<file path="src/rtl/lhpm_pkg.sv">
// package: widths, bucket tables and helpers for the latency histogram monitor
`default_nettype none
package lhpm_pkg;

    localparam int CB      = 32;          // counter and bucket width
    localparam int NB      = 10;          // number of latency buckets
    localparam int NBW     = $clog2(NB);
    localparam int NCNT    = 6;
    localparam int TOT_W   = CB + 4;      // sum of all buckets
    localparam int SC_W    = CB + 11;     // percent-scaled counts
    localparam int DEN_W   = CB + 7;      // 100 * bucket count
    localparam int RNG_W   = 15;
    localparam int PROD_W  = DEN_W + RNG_W;
    localparam int LAT_W   = 15;
    localparam int BYTE_W  = 48;
    localparam int LAST_SPAN = 16000;

    // request counter slots
    localparam int C_TOT = 0;
    localparam int C_V1  = 1;
    localparam int C_V2  = 2;
    localparam int C_ERR = 3;
    localparam int C_EV1 = 4;
    localparam int C_EV2 = 5;

    localparam logic OP_RECORD = 1'b0;
    localparam logic OP_FLUSH  = 1'b1;

    typedef logic [CB-1:0]    cnt_t;
    typedef logic [LAT_W-1:0] lat_t;

    // lower bound of a bucket
    function automatic lat_t bucket_low(input logic [NBW-1:0] idx);
        case (idx)
            4'd0:    return 15'd0;
            4'd1:    return 15'd64;
            4'd2:    return 15'd128;
            4'd3:    return 15'd256;
            4'd4:    return 15'd512;
            4'd5:    return 15'd1000;
            4'd6:    return 15'd2000;
            4'd7:    return 15'd4000;
            4'd8:    return 15'd8000;
            default: return 15'd16000;
        endcase
    endfunction

    // width of a bucket, last one spans a fixed range
    function automatic lat_t bucket_range(input logic [NBW-1:0] idx);
        if (idx == NBW'(NB - 1))
            return LAT_W'(LAST_SPAN);
        return bucket_low(idx + NBW'(1)) - bucket_low(idx);
    endfunction

    // bucket holding a latency
    function automatic logic [NBW-1:0] bucket_of(input logic [31:0] lat);
        logic [NBW-1:0] b;
        b = NBW'(NB - 1);
        for (int i = NB - 2; i >= 0; i--)
        begin
            if (lat < 32'(bucket_low(NBW'(i + 1))))
                b = NBW'(i);
        end
        return b;
    endfunction

    function automatic cnt_t sat_inc(input cnt_t v);
        return (&v) ? v : v + cnt_t'(1);
    endfunction

    function automatic logic [6:0] pct_target(input logic [1:0] ti);
        case (ti)
            2'd0:    return 7'd50;
            2'd1:    return 7'd90;
            default: return 7'd99;
        endcase
    endfunction

endpackage
`default_nettype wire

</file>
<file path="src/rtl/lhpm_item_if.sv">
// interface: input word channel of the monitor
`default_nettype none
interface lhpm_item_if;
    logic        valid;
    logic        ready;
    logic        operation;
    logic [31:0] req_latency;
    logic [9:0]  resp_status;
    logic [31:0] byte_count;
    logic        is_second_protocol;

    modport source (output valid, operation, req_latency, resp_status, byte_count,
                    is_second_protocol, input ready);
    modport sink   (input valid, operation, req_latency, resp_status, byte_count,
                    is_second_protocol, output ready);
endinterface
`default_nettype wire

</file>
<file path="src/rtl/lhpm_result_if.sv">
// interface: result word channel of the monitor
`default_nettype none
interface lhpm_result_if;
    logic        valid;
    logic        ready;
    logic [31:0] requests_total;
    logic [31:0] requests_v1;
    logic [31:0] requests_v2;
    logic [31:0] errors_total;
    logic [31:0] errors_v1;
    logic [31:0] errors_v2;
    logic [47:0] bytes_total;
    logic [14:0] median_latency;
    logic [14:0] p90_latency;
    logic [14:0] p99_latency;

    modport source (output valid, requests_total, requests_v1, requests_v2,
                    errors_total, errors_v1, errors_v2, bytes_total,
                    median_latency, p90_latency, p99_latency, input ready);
    modport sink   (input valid, requests_total, requests_v1, requests_v2,
                    errors_total, errors_v1, errors_v2, bytes_total,
                    median_latency, p90_latency, p99_latency, output ready);
endinterface
`default_nettype wire

</file>
<file path="src/rtl/lhpm_ram.sv">
// generic single-write, single-read ram with registered read
`default_nettype none
module lhpm_ram #(
    parameter int WIDTH = 32,
    parameter int DEPTH = 16
) (
    input  wire logic                     clk,
    input  wire logic                     we,
    input  wire logic [$clog2(DEPTH)-1:0] waddr,
    input  wire logic [WIDTH-1:0]         wdata,
    input  wire logic [$clog2(DEPTH)-1:0] raddr,
    output logic      [WIDTH-1:0]         rdata
);
    logic [WIDTH-1:0] mem [DEPTH];

    always_ff @(posedge clk)
    begin
        if (we)
            mem[waddr] <= wdata;
        rdata <= mem[raddr];
    end
endmodule
`default_nettype wire

</file>
<file path="src/rtl/latency_histogram_percentile_monitor_core.sv">
// top level: latency histogram monitor with counters and percentile report
//
//   channel   direction  words
//   item      in         record (operation 0) or flush (operation 1)
//   result    out        counters and p50/p90/p99, one per flush
//
// a record reads its bucket from ram, then increments it and writes it back.
// a flush sums the histogram bucket by bucket (read, then accumulate), walks the buckets
// (read, then check) plus one target check per non-empty bucket, runs per percentile a
// check, a multiply and a 15-step divider, then loads the result and clears state.
// reset clears counters and bucket valid bits at once, no clearing pass.
// a flush waits at its end while the previous result is still not taken.
`default_nettype none
module latency_histogram_percentile_monitor_core (
    input  wire logic    clk,
    input  wire logic    rst_n,
    lhpm_item_if.sink    item,
    lhpm_result_if.source result
);
    import lhpm_pkg::*;

    typedef enum logic [3:0] {
        S_IDLE, S_REC, S_SUM_RD, S_SUM_ACC, S_WALK_RD, S_WALK_CHK,
        S_TGT, S_MUL, S_DIV, S_OUT
    } state_t;

    state_t              state_reg;
    logic [NBW-1:0]      addr_reg;
    logic [NBW-1:0]      raddr_reg;
    logic [1:0]          ti_reg;
    logic [TOT_W-1:0]    total_reg;
    logic [TOT_W-1:0]    cum_reg;
    logic [TOT_W-1:0]    prev_reg;
    cnt_t                cnt_reg;
    logic [DEN_W-1:0]    num_reg;
    logic [DEN_W-1:0]    den_reg;
    logic [DEN_W-1:0]    rem_reg;
    logic [RNG_W-1:0]    low_reg;
    logic [RNG_W-1:0]    q_reg;
    logic [3:0]          step_reg;
    lat_t                pct_reg [3];
    cnt_t                ctr_reg [NCNT];
    logic [BYTE_W-1:0]   bytes_reg;
    logic [NB-1:0]       valid_reg;
    logic                out_valid_reg;

    logic [NBW-1:0]      raddr;
    cnt_t                rdata;
    cnt_t                rd_val;
    logic                ram_we;
    logic                acc;
    logic                is_err;
    logic [BYTE_W:0]     byte_sum;
    logic [SC_W-1:0]     want;
    logic [SC_W-1:0]     cum100;
    logic [SC_W-1:0]     prev100;
    logic [TOT_W-1:0]    total_sum;
    logic [DEN_W:0]      div_t;
    logic                div_ge;
    logic [RNG_W-1:0]    q_next;
    logic [PROD_W-1:0]   prod;
    logic                out_free;

    // bucket store
    lhpm_ram #(.WIDTH(CB), .DEPTH(NB)) u_bucket_ram (
        .clk   (clk),
        .we    (ram_we),
        .waddr (raddr_reg),
        .wdata (sat_inc(rd_val)),
        .raddr (raddr),
        .rdata (rdata)
    );

    // handshake and read address
    assign item.ready = (state_reg == S_IDLE);
    assign acc        = item.valid && item.ready;
    assign raddr      = (state_reg == S_IDLE) ? bucket_of(item.req_latency) : addr_reg;
    assign rd_val     = valid_reg[raddr_reg] ? rdata : '0;
    assign ram_we     = (state_reg == S_REC);
    assign out_free   = !out_valid_reg || result.ready;

    // record arithmetic
    assign is_err   = (item.resp_status < 10'd200) || (item.resp_status >= 10'd300);
    assign byte_sum = {1'b0, bytes_reg} + (BYTE_W + 1)'(item.byte_count);

    // percentile arithmetic
    assign total_sum = total_reg + TOT_W'(rd_val);
    assign want      = SC_W'(total_reg) * SC_W'(pct_target(ti_reg));
    assign cum100    = SC_W'(cum_reg) * SC_W'(100);
    assign prev100   = SC_W'(prev_reg) * SC_W'(100);
    assign prod      = PROD_W'(num_reg) * PROD_W'(bucket_range(addr_reg));
    assign div_t     = {rem_reg, low_reg[RNG_W-1]};
    assign div_ge    = div_t >= {1'b0, den_reg};
    assign q_next    = {q_reg[RNG_W-2:0], div_ge};

    // control and datapath registers
    always_ff @(posedge clk or negedge rst_n)
    begin
        if (!rst_n)
        begin
            state_reg     <= S_IDLE;
            out_valid_reg <= 1'b0;
            valid_reg     <= '0;
            bytes_reg     <= '0;
            ti_reg        <= '0;
            addr_reg      <= '0;
            for (int i = 0; i < NCNT; i++)
                ctr_reg[i] <= '0;
        end
        else
        begin
            raddr_reg <= raddr;

            // result word valid: set on load, cleared when taken
            if (state_reg == S_OUT && out_free)
                out_valid_reg <= 1'b1;
            else if (result.ready)
                out_valid_reg <= 1'b0;

            case (state_reg)
                S_IDLE:
                begin
                    if (acc && item.operation == OP_RECORD)
                    begin
                        ctr_reg[C_TOT] <= sat_inc(ctr_reg[C_TOT]);
                        if (item.is_second_protocol)
                            ctr_reg[C_V2] <= sat_inc(ctr_reg[C_V2]);
                        else
                            ctr_reg[C_V1] <= sat_inc(ctr_reg[C_V1]);
                        if (is_err)
                        begin
                            ctr_reg[C_ERR] <= sat_inc(ctr_reg[C_ERR]);
                            if (item.is_second_protocol)
                                ctr_reg[C_EV2] <= sat_inc(ctr_reg[C_EV2]);
                            else
                                ctr_reg[C_EV1] <= sat_inc(ctr_reg[C_EV1]);
                        end
                        bytes_reg <= byte_sum[BYTE_W] ? '1 : byte_sum[BYTE_W-1:0];
                        state_reg <= S_REC;
                    end
                    else if (acc)
                    begin
                        total_reg <= '0;
                        cum_reg   <= '0;
                        addr_reg  <= '0;
                        ti_reg    <= '0;
                        for (int k = 0; k < 3; k++)
                            pct_reg[k] <= '0;
                        state_reg <= S_SUM_RD;
                    end
                end

                // bucket write back
                S_REC:
                begin
                    valid_reg[raddr_reg] <= 1'b1;
                    state_reg            <= S_IDLE;
                end

                S_SUM_RD:
                    state_reg <= S_SUM_ACC;

                // histogram total
                S_SUM_ACC:
                begin
                    total_reg <= total_sum;
                    if (addr_reg == NBW'(NB - 1))
                    begin
                        addr_reg  <= '0;
                        state_reg <= (total_sum == '0) ? S_OUT : S_WALK_RD;
                    end
                    else
                    begin
                        addr_reg  <= addr_reg + NBW'(1);
                        state_reg <= S_SUM_RD;
                    end
                end

                S_WALK_RD:
                    state_reg <= S_WALK_CHK;

                // cumulative walk, skip empty buckets
                S_WALK_CHK:
                begin
                    if (rd_val != '0)
                    begin
                        prev_reg  <= cum_reg;
                        cum_reg   <= cum_reg + TOT_W'(rd_val);
                        cnt_reg   <= rd_val;
                        state_reg <= S_TGT;
                    end
                    else if (addr_reg == NBW'(NB - 1))
                    begin
                        for (int k = 0; k < 3; k++)
                            if (2'(k) >= ti_reg)
                                pct_reg[k] <= LAT_W'(LAST_SPAN);
                        state_reg <= S_OUT;
                    end
                    else
                    begin
                        addr_reg  <= addr_reg + NBW'(1);
                        state_reg <= S_WALK_RD;
                    end
                end

                // does the next target resolve in this bucket
                S_TGT:
                begin
                    if (ti_reg == 2'd3)
                        state_reg <= S_OUT;
                    else if (cum100 >= want)
                    begin
                        num_reg   <= (want > prev100) ? DEN_W'(want - prev100) : '0;
                        den_reg   <= DEN_W'(SC_W'(cnt_reg) * SC_W'(100));
                        state_reg <= S_MUL;
                    end
                    else if (addr_reg == NBW'(NB - 1))
                    begin
                        for (int k = 0; k < 3; k++)
                            if (2'(k) >= ti_reg)
                                pct_reg[k] <= LAT_W'(LAST_SPAN);
                        state_reg <= S_OUT;
                    end
                    else
                    begin
                        addr_reg  <= addr_reg + NBW'(1);
                        state_reg <= S_WALK_RD;
                    end
                end

                // scale by bucket range, split for the divider
                S_MUL:
                begin
                    rem_reg   <= prod[PROD_W-1:RNG_W];
                    low_reg   <= prod[RNG_W-1:0];
                    q_reg     <= '0;
                    step_reg  <= '0;
                    state_reg <= S_DIV;
                end

                // restoring division, one quotient bit a cycle
                S_DIV:
                begin
                    rem_reg  <= div_ge ? DEN_W'(div_t - {1'b0, den_reg}) : DEN_W'(div_t);
                    low_reg  <= {low_reg[RNG_W-2:0], 1'b0};
                    q_reg    <= q_next;
                    step_reg <= step_reg + 4'd1;
                    if (step_reg == 4'(RNG_W - 1))
                    begin
                        pct_reg[ti_reg] <= bucket_low(addr_reg) + q_next;
                        ti_reg          <= ti_reg + 2'd1;
                        state_reg       <= S_TGT;
                    end
                end

                // load result word and clear state
                S_OUT:
                begin
                    if (out_free)
                    begin
                        result.requests_total <= 32'(ctr_reg[C_TOT]);
                        result.requests_v1    <= 32'(ctr_reg[C_V1]);
                        result.requests_v2    <= 32'(ctr_reg[C_V2]);
                        result.errors_total   <= 32'(ctr_reg[C_ERR]);
                        result.errors_v1      <= 32'(ctr_reg[C_EV1]);
                        result.errors_v2      <= 32'(ctr_reg[C_EV2]);
                        result.bytes_total    <= bytes_reg;
                        result.median_latency <= pct_reg[0];
                        result.p90_latency    <= pct_reg[1];
                        result.p99_latency    <= pct_reg[2];
                        for (int i = 0; i < NCNT; i++)
                            ctr_reg[i] <= '0;
                        bytes_reg <= '0;
                        valid_reg <= '0;
                        state_reg <= S_IDLE;
                    end
                end

                default:
                    state_reg <= S_IDLE;
            endcase
        end
    end

    assign result.valid = out_valid_reg;

    // divider remainder stays below the divisor
    a_div_rem: assert property (@(posedge clk) disable iff (!rst_n)
        state_reg == S_DIV |-> rem_reg < den_reg)
        else $error("divider remainder out of range");

    // a division only runs for an open target
    a_div_ti: assert property (@(posedge clk) disable iff (!rst_n)
        state_reg == S_DIV |-> ti_reg != 2'd3)
        else $error("division with no open target");

    // result word appears only from the report state
    a_out_src: assert property (@(posedge clk) disable iff (!rst_n)
        $rose(out_valid_reg) |-> $past(state_reg == S_OUT))
        else $error("result without flush");

    // flush leaves the histogram empty
    a_clear: assert property (@(posedge clk) disable iff (!rst_n)
        (state_reg == S_OUT && out_free) |=> valid_reg == '0 && bytes_reg == '0)
        else $error("state not cleared after flush");

endmodule
`default_nettype wire

</file>
<file path="src/flat_wrapper.sv">
// flat-port wrapper written by rule: the top's interface ports become plain ports
module latency_histogram_percentile_monitor_core_flat import lhpm_pkg::*;
  (clk, rst_n, item_valid, item_operation, item_req_latency, item_resp_status, item_byte_count, item_is_second_protocol, item_ready, result_valid, result_requests_total, result_requests_v1, result_requests_v2, result_errors_total, result_errors_v1, result_errors_v2, result_bytes_total, result_median_latency, result_p90_latency, result_p99_latency, result_ready);
  lhpm_item_if item_i ();
  lhpm_result_if result_i ();
  input  wire logic clk;
  input  wire logic rst_n;
  input wire logic [$bits(item_i.valid)-1:0] item_valid;
  input wire logic [$bits(item_i.operation)-1:0] item_operation;
  input wire logic [$bits(item_i.req_latency)-1:0] item_req_latency;
  input wire logic [$bits(item_i.resp_status)-1:0] item_resp_status;
  input wire logic [$bits(item_i.byte_count)-1:0] item_byte_count;
  input wire logic [$bits(item_i.is_second_protocol)-1:0] item_is_second_protocol;
  output wire logic [$bits(item_i.ready)-1:0] item_ready;
  output wire logic [$bits(result_i.valid)-1:0] result_valid;
  output wire logic [$bits(result_i.requests_total)-1:0] result_requests_total;
  output wire logic [$bits(result_i.requests_v1)-1:0] result_requests_v1;
  output wire logic [$bits(result_i.requests_v2)-1:0] result_requests_v2;
  output wire logic [$bits(result_i.errors_total)-1:0] result_errors_total;
  output wire logic [$bits(result_i.errors_v1)-1:0] result_errors_v1;
  output wire logic [$bits(result_i.errors_v2)-1:0] result_errors_v2;
  output wire logic [$bits(result_i.bytes_total)-1:0] result_bytes_total;
  output wire logic [$bits(result_i.median_latency)-1:0] result_median_latency;
  output wire logic [$bits(result_i.p90_latency)-1:0] result_p90_latency;
  output wire logic [$bits(result_i.p99_latency)-1:0] result_p99_latency;
  input wire logic [$bits(result_i.ready)-1:0] result_ready;
  assign item_i.valid = item_valid;
  assign item_i.operation = item_operation;
  assign item_i.req_latency = item_req_latency;
  assign item_i.resp_status = item_resp_status;
  assign item_i.byte_count = item_byte_count;
  assign item_i.is_second_protocol = item_is_second_protocol;
  assign item_ready = item_i.ready;
  assign result_valid = result_i.valid;
  assign result_requests_total = result_i.requests_total;
  assign result_requests_v1 = result_i.requests_v1;
  assign result_requests_v2 = result_i.requests_v2;
  assign result_errors_total = result_i.errors_total;
  assign result_errors_v1 = result_i.errors_v1;
  assign result_errors_v2 = result_i.errors_v2;
  assign result_bytes_total = result_i.bytes_total;
  assign result_median_latency = result_i.median_latency;
  assign result_p90_latency = result_i.p90_latency;
  assign result_p99_latency = result_i.p99_latency;
  assign result_i.ready = result_ready;
  latency_histogram_percentile_monitor_core u_core (.clk(clk), .rst_n(rst_n), .item(item_i), .result(result_i));
endmodule
</file>
<file path="config.mk">
export PLATFORM = sky130hd
export DESIGN_NAME = latency_histogram_percentile_monitor_core_flat
export DESIGN_NICKNAME = d
export VERILOG_FILES = /design/src/rtl/lhpm_pkg.sv /design/src/rtl/lhpm_item_if.sv /design/src/rtl/lhpm_result_if.sv /design/src/rtl/lhpm_ram.sv /design/src/rtl/latency_histogram_percentile_monitor_core.sv /design/src/flat_wrapper.sv
export SDC_FILE = /design/constraint.sdc
export NUM_CORES = 2
export LEC_CHECK = 0
export BUFFER_PORTS_ARGS = -buffer_cell sky130_fd_sc_hd__buf_4
export CORE_UTILIZATION = 40
export CTS_BUF_LIST = sky130_fd_sc_hd__clkbuf_16
export CTS_CLUSTER_SIZE = 40
export DETAILED_ROUTE_END_ITERATION = 8
export GPL_ROUTABILITY_DRIVEN = 0
export PLACE_DENSITY_LB_ADDON = 0.2
export SYNTH_ARGS = -nofsm -noshare
export SYNTH_HDL_FRONTEND = slang
export SYNTH_SLANG_ARGS = --single-unit
</file>
<file path="constraint.sdc">
create_clock -name clk -period 16.51 [get_ports clk]
set_input_delay 3.302 -clock clk [delete_from_list [all_inputs] [get_ports clk]]
set_output_delay 3.302 -clock clk [all_outputs]
set_load 0.005 [all_outputs]
</file>
==> flow_summary.toml <==
[outcome]
outcome = "completed"

[worst_setup_path]
start_kind = "register"
end_kind = "register"
critPathSlowestCell = "dfrtp_1"
worst_ep_required_time_ns = 17.02
critical_path.most_common_cell = "fa_1"
critical_path_class = "register to register"
slowest_delay_ns = 0.67
worst-path-max-fanout = 22
crit_arrival_ns = 12.06

[final_layout]
largest_reg_flops = 320
syn2layout_area_growth_pct = 12.1
final_core_util_pct = 45.1
layout_commonest_cell = "inv_1"
final_cell_mix = "inv_1 (1220), edfxtp_1 (939), ha_1 (837), nand2_1 (818), fa_1 (600)"
fillers = 21300
drive_above_1_share_pct = 8.23
finalNetCount = 10700

[synth]
synthFlopType = "edfxtp_1"
syn-num-nets = 10300
yosysTopAreaCellShare_pct = 30.9
syn-cell-area_mm2 = 0.0913
synth_edf_count = 939
yosysTopAreaCell = "edfxtp_1"
yosysSeqAreaShare_pct = 38.7
syn_inst = 8823
yosysWarnings = 0
synth.area.top_cells = "edfxtp_1 (31%), fa_1 (13%), ha_1 (11%), dfrtp_1 (7.2%), inv_1 (4.9%)"
ys_ff_latch = 1232
async_flop_share_pct = 21.2
synth_cell_types = 106
syn_avg_cell_area_um2 = 10.3

[timing]
whs_ns = 0.400
slew_headroom_pct = 21.5
maxSlewViolCount = 0
hold_viol_final = 0
setup_viol = 0
rsz0062_at_grt = "false"
post-route-period-util_pct = 70.0
fin_tns_setup_ns = 0
tightest_slew_ns = 1.17
achievable-frequency_mhz = 86.6
fin_skew_ns = 0.0485
fin_crit_ns = 11.55

[detailed_routing]
wirelength_um = 247000
drt-initial-drc-count = 4442
drc = 0
drtAntennaViolNets = 0
routedWlPerCell_um = 20.1
firstDrtPassIters = 6
via_per_inst = 5.31
vias = 65100

[floorplan]
coreArea_mm2 = 0.227
start_util_pct = 40.2
rows = 175
die_area_mm2 = 0.230
pin_count = 367
chipHeight_um = 480
die_w_um = 480

[worst_hold_path]
hp-class = "register to register"

[clocking]
clk_pin_slew_ns = 0.06
cts_hold_buffers = 0
cts_resized = 0
post-cts-setup-buffers = 0
htree_levels = 4
insertion_delay_ns = 0.81
cts_buffer_depth = 3
cts_root_buf = "clkbuf_16"
numCtsBuffers = 140
clock_sinks = 1232
cts_tree = "yes"

[place]
portBuffers = 361
dp_hpwl_um = 185000

[grt]
grt.overflow.total = 0
grt_use_total_pct = 21.4
grt_max_degree = 206
grt_pass1_wl_um = 383000
first_global_vias = 65700
antenna_found_initial = 12

[flow_run]
maxCapViolCount = 0
-- kinds of logic (layout without fill, tap and decap cells) --
| logic type | after synthesis | in the layout | share of synthesized area, % |
|---|---|---|---|
| AO/OA/AOI/OAI | 1476 | 1476 | 10.7 |
| XOR/XNOR | 507 | 507 | 4.87 |
| adder cells (fa/ha/maj) | 1439 | 1439 | 24.6 |
| buffers and inverters | 1468 | 1902 | 6.12 |
| flip-flops | 1232 | 1232 | 38.7 |
| multiplexers | 120 | 120 | 1.35 |
| other | 0 | 5 | 0 |
| AND/OR/NAND/NOR | 2581 | 2581 | 13.6 |
-- through the flow --
stage	setup WS (ns)	std cells	cell area, µm²
after floorplan	5.87	8823	91300
after global placement	5.17	12000	97600
after detailed placement	5.02	12000	97600
after CTS	5.02	12300	102000
after global routing	4.12	12300	102000
final	4.96	12300	102000
-- synthesized netlist by cell type (22+ instances only) --
cell type,number
inv_1,1192
edfxtp_1,939
ha_1,837
nand2_1,820
fa_1,600
nor2_1,580
a21oi_1,421
dfrtp_1,261
o21ai_0,257
xor2_1,256
xnor2_1,250
and2_1,246
clkbuf_1,231
a21o_1,213
nor2b_1,184
nand3_1,175
a211oi_1,135
mux2i_1,115
nor3_1,114
and3_1,110
nand4_1,88
a31oi_1,80
nand2b_1,76
o21a_1,60
or3_1,57
o21bai_1,41
a311oi_1,40
nor4_1,35
and4_1,33
dfxtp_1,32
o211ai_1,25
buf_2,22
-- area by class of cell --
| type | instances | area, µm² | area share [%] |
|---|---|---|---|
| Clock inverter | 120 | 1210 | 1.18 |
| Tap cell | 3009 | 3760 | 3.68 |
| Inverter | 1195 | 4490 | 4.38 |
| Clock buffer | 141 | 3530 | 3.45 |
| Sequential cell | 1232 | 35400 | 34.6 |
| Timing Repair Buffer | 446 | 3390 | 3.32 |
| Antenna cell | 5 | 12.5 | 0.0122 |
| Multi-Input combinational cell | 6123 | 50600 | 49.4 |
-- final timing paths --
check                                      start                endpoint  slack (ns)  depth (start not counted)
setup / recovery              u_core.addr_reg[2]      u_core.rem_reg[36]        4.96                         42
hold / removal             u_core.pct_reg[1][12]  result_p90_latency[12]        0.40                          0
setup reg to reg              u_core.addr_reg[2]      u_core.rem_reg[36]        4.96                         42
hold reg to reg            u_core.pct_reg[1][12]  result_p90_latency[12]        0.40                          0
max in group asynchronous                  rst_n     u_core.ctr_reg[112]       11.98                          3
min in group asynchronous                  rst_n    u_core.bytes_reg[14]        2.44                          1
-- layer usage --
layer	vias to the layer above	share of wire (%)	GRT usage [%]
met5	-	0.0053	0
met4	2	3.6	7.71
met3	362	5.0	2.92
met2	1523	47	35.0
met1	32400	45	29.0
li1	30800	-	-
-- worst max-delay path, delay by kind of cell (launching register included) --
family,cells,cell delay [ns]
AO/OA/AOI/OAI,19,4.12
XOR/XNOR,2,0.42
adder cells (fa/ha/maj),10,4.17
buffers and inverters,4,0.74
flip-flops,1,0.67
AND/OR/NAND/NOR,7,1.17
Power is not shown: default switching activity piles up to over one toggle a cycle in this logic, so the estimate is an artifact.
